<file path="src/design/sxl_pkg.sv">
package sxl_pkg;

	localparam int WORKERS_DEF = 16;
	localparam int QUEUE_SLOTS = 16;
	localparam logic [4:0] SHARED_MAX = 5'd31;

	localparam logic [1:0] MODE_LOCK_SH   = 2'd0;
	localparam logic [1:0] MODE_LOCK_EX   = 2'd1;
	localparam logic [1:0] MODE_UNLOCK_SH = 2'd2;
	localparam logic [1:0] MODE_UNLOCK_EX = 2'd3;

	localparam logic [2:0] KIND_GRANTED  = 3'd0;
	localparam logic [2:0] KIND_QUEUED   = 3'd1;
	localparam logic [2:0] KIND_RELEASED = 3'd2;
	localparam logic [2:0] KIND_WOKEN    = 3'd3;
	localparam logic [2:0] KIND_ERROR    = 3'd4;

	typedef struct packed {
		logic [1:0] mode;
		logic [3:0] requester;
	} req_t;

	typedef struct packed {
		logic [2:0] kind;
		logic [3:0] worker;
		logic       last;
	} rsp_t;

	// controller -> datapath
	typedef struct packed {
		logic accept;   // request taken, evaluate it
		logic start;    // first response taken and a wakeup follows
		logic eval;     // queue entry read data is valid
		logic advance;  // woken response taken
	} cmd_t;

	// datapath -> controller
	typedef struct packed {
		logic wake;      // request started a wakeup
		logic woken;     // current entry is woken
		logic scan_end;  // current entry is the last one in the queue
	} sts_t;

	typedef enum logic [4:0] {
		ST_IDLE = 5'b00001,
		ST_RESP = 5'b00010,
		ST_RD   = 5'b00100,
		ST_EV   = 5'b01000,
		ST_WOUT = 5'b10000
	} state_t;

endpackage

</file>
<file path="src/design/shared_exclusive_latch_with_wait_queue_top.sv">
// Lock requests and failed unlocks: one response, valid the cycle after accept.
// Unlock with wakeup: released response, then a scan of the wait queue through its RAM,
// which reads each entry, writes kept entries back and sends a woken response for each woken one.
// The next request is accepted only after the scan of the previous one has finished.
// Reset (arst_n low, asynchronous): latch free, queue empty, wake enabled.
module shared_exclusive_latch_with_wait_queue_top #(
	parameter int WORKERS = sxl_pkg::WORKERS_DEF
) (
	input  logic          clk,
	input  logic          arst_n,
	input  logic          req_valid,
	output logic          req_stall,
	input  sxl_pkg::req_t req,
	output logic          rsp_valid,
	input  logic          rsp_stall,
	output sxl_pkg::rsp_t rsp
);
	import sxl_pkg::*;

	cmd_t cmd;
	sts_t sts;

	sxl_ctrl u_ctrl (
		.clk       (clk),
		.arst_n    (arst_n),
		.req_valid (req_valid),
		.req_stall (req_stall),
		.rsp_valid (rsp_valid),
		.rsp_stall (rsp_stall),
		.sts       (sts),
		.cmd       (cmd)
	);

	sxl_datapath #(.WORKERS(WORKERS)) u_dp (
		.clk    (clk),
		.arst_n (arst_n),
		.req    (req),
		.cmd    (cmd),
		.sts    (sts),
		.rsp    (rsp)
	);

endmodule

</file>
<file path="src/design/sxl_ram.sv">
module sxl_ram #(
	parameter int WIDTH = 5,
	parameter int DEPTH = 16
) (
	input  logic                     clk,
	input  logic                     we,
	input  logic [$clog2(DEPTH)-1:0] waddr,
	input  logic [WIDTH-1:0]         wdata,
	input  logic [$clog2(DEPTH)-1:0] raddr,
	output logic [WIDTH-1:0]         rdata
);

	logic [WIDTH-1:0] mem [DEPTH];

	always_ff @(posedge clk) begin
		if (we) begin
			mem[waddr] <= wdata;
		end
		rdata <= mem[raddr];
	end

endmodule

</file>
<file path="src/design/sxl_datapath.sv">
module sxl_datapath #(
	parameter int WORKERS = sxl_pkg::WORKERS_DEF
) (
	input  logic          clk,
	input  logic          arst_n,
	input  sxl_pkg::req_t req,
	input  sxl_pkg::cmd_t cmd,
	output sxl_pkg::sts_t sts,
	output sxl_pkg::rsp_t rsp
);
	import sxl_pkg::*;

	localparam int CAP = (WORKERS < QUEUE_SLOTS) ? WORKERS : QUEUE_SLOTS;
	localparam int QAW = $clog2(CAP);
	localparam logic [QAW:0] CAP_V = (QAW+1)'(CAP);
	localparam logic [QAW:0] ONE_V = (QAW+1)'(1);

	logic [4:0]   sh_q;
	logic         ex_q;
	logic         wen_q;
	logic [QAW:0] qlen_q, qsh_q, idx_q, keep_q, wcnt_q;
	logic         hx_q;
	logic         wake_q;
	rsp_t         rsp_q;

	logic         we;
	logic [QAW-1:0] waddr;
	logic [4:0]   wdata, rdata;

	sxl_ram #(.WIDTH(5), .DEPTH(CAP)) u_ram (
		.clk   (clk),
		.we    (we),
		.waddr (waddr),
		.wdata (wdata),
		.raddr (idx_q[QAW-1:0]),
		.rdata (rdata)
	);

	// request evaluation
	logic       is_lock, is_ex, grant, full, unl_err, wake_new;
	logic [4:0] sh_nxt;
	always_comb begin
		is_lock = (req.mode == MODE_LOCK_SH) || (req.mode == MODE_LOCK_EX);
		is_ex   = (req.mode == MODE_LOCK_EX);
		grant   = is_ex ? (sh_q == 5'd0 && !ex_q) : (!ex_q && sh_q < SHARED_MAX);
		full    = (qlen_q >= CAP_V);
		unl_err = (req.mode == MODE_UNLOCK_EX) ? !ex_q : (sh_q == 5'd0);
		sh_nxt  = (req.mode == MODE_UNLOCK_SH) ? sh_q - 5'd1 : sh_q;
		wake_new = !is_lock && !unl_err && sh_nxt == 5'd0 && qlen_q != '0 && wen_q;
	end

	// scan evaluation
	logic i0, hx, woken, wlast, scan_end, fin;
	logic [QAW:0] keep_nxt;
	always_comb begin
		i0       = (idx_q == '0);
		hx       = i0 ? rdata[4] : hx_q;
		woken    = i0 || (!hx_q && !rdata[4]);
		wlast    = hx || (wcnt_q + ONE_V == qsh_q);
		scan_end = (idx_q + ONE_V == qlen_q);
		keep_nxt = keep_q + (QAW+1)'(cmd.eval && !woken);
		fin      = scan_end && ((cmd.eval && !woken) || cmd.advance);
	end

	always_comb begin
		we    = 1'b0;
		waddr = qlen_q[QAW-1:0];
		wdata = {is_ex, req.requester};
		if (cmd.accept) begin
			we = is_lock && !grant && !full;
		end else if (cmd.eval && !woken) begin
			we    = 1'b1;
			waddr = keep_q[QAW-1:0];
			wdata = rdata;
		end
	end

	always_ff @(posedge clk or negedge arst_n) begin
		if (!arst_n) begin
			sh_q   <= '0;
			ex_q   <= 1'b0;
			wen_q  <= 1'b1;
			qlen_q <= '0;
			qsh_q  <= '0;
			idx_q  <= '0;
			keep_q <= '0;
			wcnt_q <= '0;
			hx_q   <= 1'b0;
			wake_q <= 1'b0;
		end else begin
			if (cmd.accept) begin
				wake_q <= wake_new;
				if (is_lock) begin
					wen_q <= 1'b1;
					if (grant) begin
						if (is_ex) ex_q <= 1'b1;
						else sh_q <= sh_q + 5'd1;
					end else if (!full) begin
						qlen_q <= qlen_q + ONE_V;
						if (!is_ex) qsh_q <= qsh_q + ONE_V;
					end
				end else if (!unl_err) begin
					if (req.mode == MODE_UNLOCK_EX) ex_q <= 1'b0;
					sh_q <= sh_nxt;
					if (wake_new) wen_q <= 1'b0;
				end
			end
			if (cmd.start) begin
				idx_q  <= '0;
				keep_q <= '0;
				wcnt_q <= '0;
			end
			if (cmd.eval) begin
				if (i0) hx_q <= rdata[4];
				keep_q <= keep_nxt;
				if (woken) wcnt_q <= wcnt_q + ONE_V;
				else idx_q <= idx_q + ONE_V;
			end
			if (cmd.advance) begin
				idx_q <= idx_q + ONE_V;
			end
			if (fin) begin
				qlen_q <= keep_nxt;
				if (!hx_q) qsh_q <= '0;
			end
		end
	end

	always_ff @(posedge clk) begin
		if (cmd.accept) begin
			rsp_q.worker <= req.requester;
			rsp_q.last   <= 1'b1;
			if (is_lock) begin
				rsp_q.kind <= grant ? KIND_GRANTED : (full ? KIND_ERROR : KIND_QUEUED);
			end else if (unl_err) begin
				rsp_q.kind <= KIND_ERROR;
			end else begin
				rsp_q.kind <= KIND_RELEASED;
				rsp_q.last <= !wake_new;
			end
		end else if (cmd.eval && woken) begin
			rsp_q.kind   <= KIND_WOKEN;
			rsp_q.worker <= rdata[3:0];
			rsp_q.last   <= wlast;
		end
	end

	assign rsp          = rsp_q;
	assign sts.wake     = wake_q;
	assign sts.woken    = woken;
	assign sts.scan_end = scan_end;

endmodule

</file>
<file path="src/design/sxl_ctrl.sv">
module sxl_ctrl (
	input  logic          clk,
	input  logic          arst_n,
	input  logic          req_valid,
	output logic          req_stall,
	output logic          rsp_valid,
	input  logic          rsp_stall,
	input  sxl_pkg::sts_t sts,
	output sxl_pkg::cmd_t cmd
);
	import sxl_pkg::*;

	state_t state_q, state_nxt;

	always_comb begin
		state_nxt = state_q;
		cmd       = '0;
		unique case (state_q)
			ST_IDLE: begin
				if (req_valid) begin
					cmd.accept = 1'b1;
					state_nxt  = ST_RESP;
				end
			end
			ST_RESP: begin
				if (!rsp_stall) begin
					cmd.start = sts.wake;
					state_nxt = sts.wake ? ST_RD : ST_IDLE;
				end
			end
			ST_RD: state_nxt = ST_EV;
			ST_EV: begin
				cmd.eval = 1'b1;
				if (sts.woken) state_nxt = ST_WOUT;
				else state_nxt = sts.scan_end ? ST_IDLE : ST_RD;
			end
			ST_WOUT: begin
				if (!rsp_stall) begin
					cmd.advance = 1'b1;
					state_nxt   = sts.scan_end ? ST_IDLE : ST_RD;
				end
			end
			default: state_nxt = ST_IDLE;
		endcase
	end

	always_ff @(posedge clk or negedge arst_n) begin
		if (!arst_n) state_q <= ST_IDLE;
		else state_q <= state_nxt;
	end

	assign req_stall = (state_q != ST_IDLE);
	assign rsp_valid = (state_q == ST_RESP) || (state_q == ST_WOUT);

endmodule

</file>
<file path="config.mk">
export PLATFORM = sky130hd
export DESIGN_NAME = shared_exclusive_latch_with_wait_queue_top
export DESIGN_NICKNAME = d
export VERILOG_FILES = /design/src/design/sxl_pkg.sv /design/src/design/shared_exclusive_latch_with_wait_queue_top.sv /design/src/design/sxl_ram.sv /design/src/design/sxl_datapath.sv /design/src/design/sxl_ctrl.sv
export SDC_FILE = /design/constraint.sdc
export NUM_CORES = 1
export LEC_CHECK = 0
export ABC_AREA = 1
export BUFFER_PORTS_ARGS = -buffer_cell sky130_fd_sc_hd__buf_4
export CORE_UTILIZATION = 45
export DETAILED_ROUTE_END_ITERATION = 16
export GPL_TIMING_DRIVEN = 0
export HOLD_SLACK_MARGIN = 0.03
export PLACE_DENSITY = 0.68
export SLEW_MARGIN = 20
export SYNTH_ARGS = -nofsm -noshare
export SYNTH_HDL_FRONTEND = slang
export SYNTH_SLANG_ARGS = --single-unit
</file>
<file path="constraint.sdc">
create_clock -name clk -period 3.98 [get_ports clk]
set_input_delay 0.199 -clock clk [delete_from_list [all_inputs] [get_ports clk]]
set_output_delay 0.199 -clock clk [all_outputs]
set_load 0.01 [all_outputs]
</file>
==> reports/qor.txt, run 1 <==
Commonest non-fill, non-tap cell in the layout - sky130_fd_sc_hd__nand2_1
Area share of the largest cell type after synthesis - 41.15%
Commonest cells after routing, fill and taps aside - 117 x sky130_fd_sc_hd__nand2_1, 88 x sky130_fd_sc_hd__edfxtp_1, 82 x sky130_fd_sc_hd__nor2_1
Source-to-sink clock delay at the later pin of the worst-skew pair - 0.42 ns
Final design instance area without fill - 7428 um^2
Distinct cell type count of the synthesized netlist - 46
Actual transition at the worst max-transition pin - 0.7844 ns
Yosys top cell by area - sky130_fd_sc_hd__edfxtp_1
Run status - completed
Overflow after GRT - 0
Vias - 4946
GRT Util Overall - 21.48%
Buffers from clock root to sink, at most - 2
Slew Limit Headroom - 47.70%
Crit path max fanout - 10
Synth-to-layout area growth - 15.66%
Post-route DRC violation count - 0
Overall die height - 121.5 um
Post-Route Skew - 0.007121 ns
1st-iter DRT viols - 448
Vias in the first global route - 4684
Clock buffers created by TritonCTS - 17
Final period utilization - 82.73%
Startpoint type of the worst setup path - flop
Row cnt - 43
Post-Synthesis Cells - 659
Share of synthesized area occupied by flip-flops and latches - 57.94%
N_diodes - 0
Synthesis Warnings - 0
CTS tree - built
Hold WC Path Type - input port to flop
Period minus WS final - 3.293 ns
Cell Area, Synth - 6422 um^2
Core occupancy in the finished layout - 53.52%
Top cells by area, synth - sky130_fd_sc_hd__edfxtp_1 41%, sky130_fd_sc_hd__dfrtp_1 14%, sky130_fd_sc_hd__nand2_1 6.8%
Setup repair after global routing missed its margin - no
Area of the core - 13880 um^2
Total number of nets in the final design - 722
Endpoint kind of the worst setup timing path - flop
Min setup slack post-route - 0.6875 ns
Area of the die - 14750 um^2
Global-route wire length before repair - 23760 um
Clock root buffer master - sky130_fd_sc_hd__clkbuf_16
P_leak - 0.002980 uW
Starting density of the core - 46.27%
Number of enable-type register cells in the synthesized netlist - 88
Final Wtd Congestion - 0.8702
Post-DR wirelength/cell - 16.61 um
DRT Wirelength - 14870 um
Fraction of layout cells with a size suffix above 1 - 15.10%
Number of H-tree levels - 4
Power per Cell Area - 559.0 nW/um^2
Maximum number of pins on one net before global-route repair - 40
Final hold violation count - 0
Clock transition at the registers of the reported paths - 0.06 ns
IO buf count - 19
Final setup violation count - 0
Vias per cell - 5.526
Total count of max-transition violations in the final report - 0
Achievable clock frequency - 0.3037 GHz
Total Neg Setup Slack - 0 ns
Worst hold slack - 0.08128 ns
Primary FF master, synth - sky130_fd_sc_hd__edfxtp_1
Number of nets still failing antenna checks after routing - 0
Max rail drop VDD - 350.0 uV
Instance area at placement - 6828 um^2
Dpl ws - 0.7390 ns
Net count after synthesis - 679
Post-synthesis register bit count - 132
Width of the die - 121.5 um
Post-detailed-placement half-perimeter wirelength - 10480 um
Max capacitance violation total - 0
Sink count of the clock tree - 132
Setup CP Type - flop to flop
Arr. time, crit path - 3.35 ns
1st-pass router iterations - 5
Required time at the worst-slack endpoint - 4.04 ns
Average cell area after synthesis - 9.746 um^2
Post CTS Setup Buffer Count - 0
Initial antenna violation count - 0
Fraction of synthesis flops using an asynchronous set or reset pin - 29.55%
Total I/O pin count - 20
[cell type report]
| class | instances | area (um^2) |
|---|---|---|
| repair buffers | 24 | 188.9 |
| well taps | 180 | 225.2 |
| fillers | 1180 | 6452 |
| clock inverters | 14 | 151.4 |
| plain buffers | 22 | 102.6 |
| clock buffers | 18 | 429.2 |
| multi-input cells | 441 | 2364 |
| inverters | 64 | 246.5 |
| flip-flops and latches | 132 | 3721 |
[path summary, 6_finish.rpt]
kind,start,end,slack (ns),cells after the start
hold / removal,req[0],u_dp.rsp[1],0.08,3
min in group asynchronous,arst_n,u_dp.sh_q[2],0.29,2
max in group asynchronous,arst_n,u_ctrl.state_q[0],3.31,2
hold reg to reg,u_dp.wen_q,u_dp.wen_q,0.50,2
setup / recovery,u_dp.idx_q[1],u_dp.u_ram.mem[4][0],0.69,10
setup reg to reg,u_dp.idx_q[1],u_dp.u_ram.mem[4][0],0.69,10
[metrics by stage]
step	cells	total power [uW]
after floorplan	659	2368
after global placement	858	2601
after detailed placement	861	2627
after CTS	895	4165
after global routing	895	4355
final	895	4152
[synth_stat cells (2+ instances only)]
cell type	count
sky130_fd_sc_hd__a21oi_1	10
sky130_fd_sc_hd__buf_2	3
sky130_fd_sc_hd__buf_4	2
sky130_fd_sc_hd__clkbuf_1	14
sky130_fd_sc_hd__dfrtp_1	37
sky130_fd_sc_hd__dfstp_2	2
sky130_fd_sc_hd__dfxtp_1	5
sky130_fd_sc_hd__edfxtp_1	88
sky130_fd_sc_hd__ha_1	10
sky130_fd_sc_hd__inv_1	52
sky130_fd_sc_hd__inv_2	10
sky130_fd_sc_hd__nand2_1	117
sky130_fd_sc_hd__nand2_2	6
sky130_fd_sc_hd__nand3_1	47
sky130_fd_sc_hd__nand3_2	4
sky130_fd_sc_hd__nand3_4	4
sky130_fd_sc_hd__nand3b_1	2
sky130_fd_sc_hd__nand4_1	7
sky130_fd_sc_hd__nand4_4	2
sky130_fd_sc_hd__nor2_1	82
sky130_fd_sc_hd__nor2_2	5
sky130_fd_sc_hd__nor2_4	4
sky130_fd_sc_hd__o21ai_0	78
sky130_fd_sc_hd__o21ai_1	8
sky130_fd_sc_hd__o21ai_2	2
sky130_fd_sc_hd__o221ai_1	5
sky130_fd_sc_hd__o22ai_1	16
sky130_fd_sc_hd__o311ai_0	4
sky130_fd_sc_hd__or2_2	2
sky130_fd_sc_hd__xnor2_1	5
sky130_fd_sc_hd__xor2_1	11
[critical path, cell delays in order (launching register included)]
cell and delay (ns):
sky130_fd_sc_hd__dfrtp_1 0.37, sky130_fd_sc_hd__clkbuf_2 0.17, sky130_fd_sc_hd__inv_1 0.28, sky130_fd_sc_hd__clkbuf_1 0.44
sky130_fd_sc_hd__ha_1 0.26, sky130_fd_sc_hd__nand4_2 0.21, sky130_fd_sc_hd__nand2_1 0.22, sky130_fd_sc_hd__nor2_4 0.09
sky130_fd_sc_hd__o21ai_1 0.22, sky130_fd_sc_hd__nand2_1 0.19, sky130_fd_sc_hd__nor2_1 0.47
[per-layer routing]
| metal | wire (um) | GRT usage, % |
|---|---|---|
| met1 | 6473 | 28.01 |
| met5 | 0 | 0 |
| met3 | 944 | 4.558 |
| met4 | 342 | 8.873 |
| met2 | 7105 | 34.59 |
[power by group]
group / switching, uW / leakage, uW / internal [uW]
Clock: 614 / 0.000283 / 928
Sequential: 93.2 / 0.00130 / 1620
Combinational: 571 / 0.00140 / 322
[sequential cells by signal, indices dropped and copies added, names as in the netlist, 5 cells and up]
name / cells
u_ctrl.state_q: 5
u_dp.idx_q: 5
u_dp.keep_q: 5
u_dp.qlen_q: 5
u_dp.qsh_q: 5
u_dp.rsp: 8
u_dp.sh_q: 5
u_dp.u_ram.mem: 80
u_dp.u_ram.rdata: 5
u_dp.wcnt_q: 5
[cell families after synthesis]
group                    count (synthesis)  share of synthesized area (%)
AO/OA/AOI/OAI                          128                          11.14
adder cells (fa/ha/maj)                 10                          1.948
flip-flops                             132                          57.94
buffers and inverters                   86                          5.435
XOR/XNOR                                16                          2.182
AND/OR/NAND/NOR                        287                          21.35
[repair_timing]
| item | CTS | global route |
|---|---|---|
| hold endpoints to repair | 38 | 0 |
| hold buffers | 2 | 0 |
| resized for setup | 0 | 0 |
Note: power is estimated with default switching activity, not from simulation.
==> run 2: changes to the inputs <==
- ABC_AREA: 1 -> 0
- PLACE_DENSITY: 0.68 -> 0.7
- clock period: 3.98 -> 3 ns (I/O delays scaled with it)
==> run 2 against run 1 <==
Against the previous run: synthesized cell count fell by 21%; clock skew is 0.00064 ns higher; worst setup slack lost 0.56 ns; sequential share of layout area shrank 1.0 points; area after synthesis rose by 0.33%; non-clock buffer count rose by 11; critical path type unchanged; largest cell class unchanged.
==> reports/qor.txt, run 2 <==
GRT Util Overall - 21.35% (-0.13 points)
Core occupancy in the finished layout - 54.40% (+0.88 points)
Post-Synthesis Cells - 522 (-21%)
Register containing the most flip-flops in the final layout - u_dp.u_ram.mem
Maximum number of pins on one net before global-route repair - 40 (unchanged)
Row cnt - 43 (unchanged)
Final period utilization - 95.66% (+13 points)
Total Neg Setup Slack - 0 ns (unchanged)
Top cells by area, synth - sky130_fd_sc_hd__edfxtp_1 41%, sky130_fd_sc_hd__dfrtp_1 14%, sky130_fd_sc_hd__mux4_2 3.5%
Final setup violation count - 0 (unchanged)
Average cell area after synthesis - 12.34 um^2 (+27%)
Area of the core - 13930 um^2 (+0.39%)
DRT Wirelength - 14560 um (-2.1%)
Vias in the first global route - 4412 (-5.8%)
Clock buffers created by TritonCTS - 17 (unchanged)
Initial antenna violation count - 0 (unchanged)
Cell with the most instances after synthesis - sky130_fd_sc_hd__edfxtp_1
Post-Route Skew - 0.007760 ns (+0.0006388 ns)
Total number of nets in the final design - 587 (-19%)
Ranking of synthesized cells by instance count - 88 x sky130_fd_sc_hd__edfxtp_1, 45 x sky130_fd_sc_hd__nand2_1, 37 x sky130_fd_sc_hd__dfrtp_1
1st-pass router iterations - 6 (+1)
Global-route wire length before repair - 23580 um (-0.75%)
Min setup slack post-route - 0.1301 ns (-0.5574 ns)
Vias per cell - 5.762 (+4.3%)
Required time at the worst-slack endpoint - 3.09 ns (-0.95 ns)
Post-synthesis register bit count - 132 (unchanged)
Sink count of the clock tree - 132 (unchanged)
Power per Cell Area - 689.8 nW/um^2 (+23%)
Synth-to-layout area growth - 17.63%
Total I/O pin count - 20 (unchanged)
P_leak - 0.002800 uW (-6.0%)
Number of H-tree levels - 4 (unchanged)
Starting density of the core - 46.24% (about the same)
Net count after synthesis - 542 (-20%)
Number of enable-type register cells in the synthesized netlist - 88 (unchanged)
Final Wtd Congestion - 0.9262 (+6.4%)
Period minus WS final - 2.870 ns (-0.4226 ns)
Buffers from clock root to sink, at most - 2 (unchanged)
Total count of max-transition violations in the final report - 0 (unchanged)
Fraction of synthesis flops using an asynchronous set or reset pin - 29.55% (unchanged)
Width of the die - 121.7 um (+0.16%)
Setup CP Type - flop to flop
CTS tree - built
Achievable clock frequency - 0.3484 GHz (+15%)
Number of nets still failing antenna checks after routing - 0 (unchanged)
N_diodes - 0 (unchanged)
Overall die height - 121.7 um (+0.16%)
Source-to-sink clock delay at the later pin of the worst-skew pair - 0.42 ns (about the same)
Post-DR wirelength/cell - 19.15 um (+15%)
Dpl ws - -0.4738 ns (-1.213 ns)
Max capacitance violation total - 0 (unchanged)
Slew Limit Headroom - 32.07% (-16 points)
Actual transition at the worst max-transition pin - 1.006 ns (+0.2219 ns)
Area share of the largest cell type after synthesis - 41.01% (-0.14 points)
Arr. time, crit path - 2.96 ns (-0.39 ns)
Share of synthesized area occupied by flip-flops and latches - 57.75% (-0.19 points)
IO buf count - 19 (unchanged)
Combinational fraction of design power - 19.4% (-2.1 points)
Cell internal pwr - 3718 uW (+29%)
Fraction of layout cells with a size suffix above 1 - 23.10% (+8.0 points)
Crit path max fanout - 7 (-3)
Overflow after GRT - 0 (unchanged)
Max rail drop VDD - 517.0 uV (+48%)
Sequential Area - 3721 um^2 (unchanged)
Synthesis Warnings - 0 (unchanged)
Clock root buffer master - sky130_fd_sc_hd__clkbuf_16
Portion of total power attributed to the clock network - 39.0% (+1.9 points)
Switch share - 28.89% (-1.9 points)
Post-detailed-placement half-perimeter wirelength - 9904 um (-5.5%)
Run status - completed
Commonest cells after routing, fill and taps aside - 88 x sky130_fd_sc_hd__edfxtp_1, 45 x sky130_fd_sc_hd__nand2_1, 37 x sky130_fd_sc_hd__dfrtp_1
Primary FF master, synth - sky130_fd_sc_hd__edfxtp_1
Vias - 4379 (-11%)
Hold WC Path Type - input port to flop
Post-route DRC violation count - 0 (unchanged)
Clock transition at the registers of the reported paths - 0.06 ns (about the same)
Final hold violation count - 0 (unchanged)
Commonest non-fill, non-tap cell in the layout - sky130_fd_sc_hd__edfxtp_1
Share of power burned in registers - 41.5% (about the same)
Area of the die - 14800 um^2 (+0.33%)
Multi-input gate area - 2566 um^2 (+8.6%)
Total net switching power - 1511 uW (+18%)
Yosys top cell by area - sky130_fd_sc_hd__edfxtp_1
Filler instances - 1147 (-2.8%)
1st-iter DRT viols - 520 (+16%)
Distinct cell type count of the synthesized netlist - 72 (+57%)
Endpoint kind of the worst setup timing path - flop
Startpoint type of the worst setup path - flop
Max FFs per register - 80 (unchanged)
Cell Area, Synth - 6444 um^2 (+0.33%)
run 2: worst max-delay path: stages (launching register included):
cell                       delay [ns]
sky130_fd_sc_hd__dfrtp_1         0.36
sky130_fd_sc_hd__buf_6           0.15
sky130_fd_sc_hd__buf_12          0.11
sky130_fd_sc_hd__inv_1           0.03
sky130_fd_sc_hd__ha_1            0.19
sky130_fd_sc_hd__nor4b_4         0.15
sky130_fd_sc_hd__nor4bb_1        0.26
sky130_fd_sc_hd__buf_2           0.23
sky130_fd_sc_hd__mux2_2          0.36
sky130_fd_sc_hd__o31a_2          0.39
sky130_fd_sc_hd__nor2_2          0.30
run 2: cell type report:
class	instances	area share, %
clock inverter	13	1.948
clock buffer	19	5.711
multi-input combinational	339	33.86
tap	180	2.971
inverter	20	0.9904
sequential	132	49.09
buffer	29	2.460
timing repair buffer	28	2.971
run 2: cell families after synthesis:
family | after synthesis | share of synthesized area (%)
flip-flops | 132 | 57.75
buffers and inverters | 51 | 3.728
adder cells (fa/ha/maj) | 10 | 1.942
multiplexers | 46 | 9.379
XOR/XNOR | 28 | 3.806
AO/OA/AOI/OAI | 96 | 10.16
AND/OR/NAND/NOR | 159 | 13.24
run 2: worst paths after layout:
kind                                     from                    to  slack [ns]  depth (start not counted)
worst max-delay path            u_dp.idx_q[0]  u_dp.u_ram.mem[3][0]        0.13                         10
min in group asynchronous              arst_n        u_dp.wcnt_q[0]        0.24                          2
worst min-delay path                   req[4]             u_dp.ex_q        0.15                          3
max in group asynchronous              arst_n            u_dp.wen_q        2.37                          2
worst min register to register    u_dp.wake_q           u_dp.wake_q        0.51                          1
worst max register to register  u_dp.idx_q[0]  u_dp.u_ram.mem[3][0]        0.13                         10
run 2: repair_timing:
| action | in CTS | in global routing |
|---|---|---|
| pin swaps | 2 | 2 |
| setup buffers | 2 | 1 |
| endpoints found under the hold margin | 42 | 0 |
| hold buffers | 6 | 0 |
| cloned | 0 | 0 |
| gates resized for setup | 15 | 7 |
| endpoints found under the setup margin | 175 | 76 |
run 2: through the flow:
stage / total power [uW] / cell area, um^2 / instances / hold slack, ns
6_report: 5229 / 7580 / 760 / 0.1524
5_1_grt: 5430 / 7580 / 760 / 0.1797
4_1_cts: 5233 / 7552 / 760 / 0.1361
3_5_place_dp: 3160 / 6838 / 721 / 0.1688
3_3_place_gp: 3137 / 6838 / 721 / 0.1616
2_1_floorplan: 2868 / 6470 / 522 / -0.1456
run 2: routing by layer:
metal	part of all wire, %	vias up	track usage [%]
met1	43	2164	26.33
met4	2.2	0	9.568
met3	4.5	31	4.120
met5	0	-	0
met2	51	135	36.29
li1	-	2049	-
run 2: power groups by stage:
stage / combinational (uW) / sequential [uW] / clock, uW
2_1_floorplan: 684 / 2180 / 0
3_3_place_gp: 939 / 2200 / 0
3_5_place_dp: 958 / 2200 / 0
4_1_cts: 1010 / 2170 / 2050
5_1_grt: 1110 / 2190 / 2140
6_report: 1020 / 2170 / 2040
==> run 3: changes to the inputs <==
- PLACE_DENSITY: 0.7 -> 0.68
- clock period: 3 -> 3.54 ns (I/O delays scaled with it)
==> run 3 against run 2 <==
Against the previous run: wire length fell by 1.9%; critical endpoint is now u_dp.keep_q[4]; combinational power down 18%; fmax decreased by 13%; sequential cell count unchanged; global-route usage shrank 0.60 points; non-clock buffer count shrank 5; worst setup slack better by 0.13 ns.
==> reports/qor.txt, run 3 (synthesis results as in run 2) <==
1st-iter DRT viols - 255 (-51%)
Dpl ws - -0.3707 ns (+0.1030 ns)
Post-layout power - 4485 uW (-14%)
DRT Wirelength - 14280 um (-1.9%)
Vias per cell - 5.740 (-0.37%)
Final design instance area without fill - 7483 um^2 (-1.3%)
Number of H-tree levels - 4 (unchanged)
Total Neg Setup Slack - 0 ns (unchanged)
Area of the die - 14800 um^2 (unchanged)
Hold WC Path Type - input port to flop
Filler instances - 1179 (+2.8%)
Sink count of the clock tree - 132 (unchanged)
Min setup slack post-route - 0.2564 ns (+0.1264 ns)
1st-pass router iterations - 5 (-1)
Commonest non-fill, non-tap cell in the layout - sky130_fd_sc_hd__edfxtp_1
Arr. time, crit path - 3.56 ns (+0.60 ns)
Starting density of the core - 46.24% (unchanged)
Post-DR wirelength/cell - 18.92 um (-1.2%)
Area of the core - 13930 um^2 (unchanged)
Width of the die - 121.7 um (unchanged)
Startpoint type of the worst setup path - flop
Total count of max-transition violations in the final report - 0 (unchanged)
GRT Util Overall - 20.75% (-0.60 points)
Period minus WS final - 3.284 ns (+0.4136 ns)
Final period utilization - 92.76% (-2.9 points)
Actual transition at the worst max-transition pin - 0.9694 ns (-0.03687 ns)
Core occupancy in the finished layout - 53.70% (-0.69 points)
Instance area at placement - 6819 um^2 (-0.27%)
Maximum cell stage delay along the critical path - 0.55 ns (+0.16 ns)
Family with the most delay on the worst path - buffers and inverters
Source-to-sink clock delay at the later pin of the worst-skew pair - 0.42 ns (about the same)
Initial antenna violation count - 0 (unchanged)
Required time at the worst-slack endpoint - 3.81 ns (+0.72 ns)
Share of power burned in registers - 41.0% (-0.5 points)
Overall die height - 121.7 um (unchanged)
Maximum number of pins on one net before global-route repair - 40 (unchanged)
Switch share - 29.48% (+0.59 points)
Post-route DRC violation count - 0 (unchanged)
Slew Limit Headroom - 34.55% (+2.5 points)
Vias in the first global route - 4356 (-1.3%)
Max rail drop VDD - 396.8 uV (-23%)
FF-to-FF Start - u_dp.idx_q[0]
Total net switching power - 1322 uW (-12%)
Run status - completed
Post-detailed-placement half-perimeter wirelength - 10180 um (+2.8%)
Fraction of layout cells with a size suffix above 1 - 22.09% (-1.0 points)
Row cnt - 43 (unchanged)
Clock buffers created by TritonCTS - 17 (unchanged)
R2R cell count - 13 (+3)
Sequential Area - 3721 um^2 (unchanged)
Overflow after GRT - 0 (unchanged)
Termination of the worst setup path - u_dp.keep_q[4]
Worst hold path cell count - 3 (unchanged)
IO buf count - 19 (unchanged)
Final hold violation count - 0 (unchanged)
Buffers from clock root to sink, at most - 2 (unchanged)
Worst reg-to-reg setup slack - 0.26 ns (+0.13 ns)
Synth-to-layout area growth - 16.14%
Post CTS Setup Buffer Count - 0 (-2)
Number of nets still failing antenna checks after routing - 0 (unchanged)
Final Wtd Congestion - 0.8224 (-11%)
Power per Cell Area - 599.3 nW/um^2 (-13%)
N_diodes - 0 (unchanged)
Cell internal pwr - 3163 uW (-15%)
Achievable clock frequency - 0.3045 GHz (-13%)
Portion of total power attributed to the clock network - 40.4% (+1.4 points)
Most frequent CP cell - sky130_fd_sc_hd__ha_1
CTS tree - built
Total I/O pin count - 20 (unchanged)
P_leak - 0.002788 uW (-0.45%)
Cell Chain, Critical Path - buf_6 > inv_1 > ha_1 > nor4b_2 > nor4bb_1 > buf_2 > buf_4 > buf_4 > ha_1 > ha_1 > nand3_1 > xor2_1 > o22ai_1
Setup CP Type - flop to flop
Total stage count of the critical path - 13 (+3)
Setup repair after global routing missed its margin - no
Combinational fraction of design power - 18.7% (-0.7 points)
Total number of nets in the final design - 582 (-0.85%)
Worst reg2reg endpoint - u_dp.keep_q[4]
Multi-input gate area - 2512 um^2 (-2.1%)
Max stage delay cell, worst path - sky130_fd_sc_hd__dfrtp_1
Global-route wire length before repair - 22650 um (-4.0%)
Vias - 4334 (-1.0%)
Clock root buffer master - sky130_fd_sc_hd__clkbuf_16
Register containing the most flip-flops in the final layout - u_dp.u_ram.mem
Clock transition at the registers of the reported paths - 0.06 ns (about the same)
Post-Route Skew - 0.008423 ns (+0.0006634 ns)
Crit path max fanout - 19 (+12)
Max FFs per register - 80 (unchanged)
Max capacitance violation total - 0 (unchanged)
Commonest cells after routing, fill and taps aside - 88 x sky130_fd_sc_hd__edfxtp_1, 45 x sky130_fd_sc_hd__nand2_1, 37 x sky130_fd_sc_hd__dfrtp_1
Final setup violation count - 0 (unchanged)
Critical path buffer and inverter count - 5 (+1)
Critical Path Start - u_dp.idx_q[0]
Endpoint kind of the worst setup timing path - flop
## run 3: cell count changes in the layout (fill, tap and decap cells not counted), sizes merged
| cell | change |
|---|---|
| dlygate4sd3 | -3 |
| buf | -3 |
| clkinv | -3 |
| clkbuf | -1 |
| inv | +7 |
| clkinvlp | -2 |
## run 3: layout make-up
class                           count  area share (%)
Tap cell                          180           3.010
Buffer                             29           2.174
Inverter                           20           1.003
Sequential cell                   132           49.72
Clock inverter                     15           2.424
Timing Repair Buffer               23           2.408
Multi-Input combinational cell    339           33.57
Clock buffer                       17           5.685
## run 3: power groups by stage
| stage | registers, uW | logic [uW] | clock network (uW) |
|---|---|---|---|
| 2_1_floorplan | 1850 | 568 | 0 |
| 3_3_place_gp | 1860 | 786 | 0 |
| 3_5_place_dp | 1860 | 809 | 0 |
| 4_1_cts | 1830 | 833 | 1830 |
| 5_1_grt | 1850 | 915 | 1910 |
| 6_report | 1840 | 836 | 1810 |
## run 3: metal layers
metal / global-route usage, % / part of all wire [%]
met5: 0 / 0
met4: 8.642 / 2.3
met3: 5.431 / 5.0
met2: 33.88 / 49
met1: 26.11 / 43
## run 3: repair_timing
action | 4_1_cts | 5_1_grt
hold endpoints to repair | 39 | 0
hold buffers | 3 | 0
endpoints found under the setup margin | 163 | 85
gates resized for setup | 13 | 1
## run 3: worst min path at each step
stage / start / end
finish: req[0] / u_dp.rsp[1]
global route: req[0] / u_dp.rsp[1]
CTS: req[0] / u_dp.rsp[1]
detailed placement: arst_n / u_ctrl.state_q[2]
global placement: arst_n / u_ctrl.state_q[2]
floorplan: arst_n / u_ctrl.state_q[1]
## run 3: per-stage QoR
step	instances	hold slack (ns)
final	755	0.06120
after global routing	755	0.06042
after CTS	756	0.04145
after detailed placement	722	0.1896
after global placement	721	0.1958
after floorplan	522	-0.1186
## run 3: worst min-delay path, cell delays in order
cell                      delay (ns)
sky130_fd_sc_hd__buf_4          0.09
sky130_fd_sc_hd__nand2_1        0.04
sky130_fd_sc_hd__nand2_1        0.06
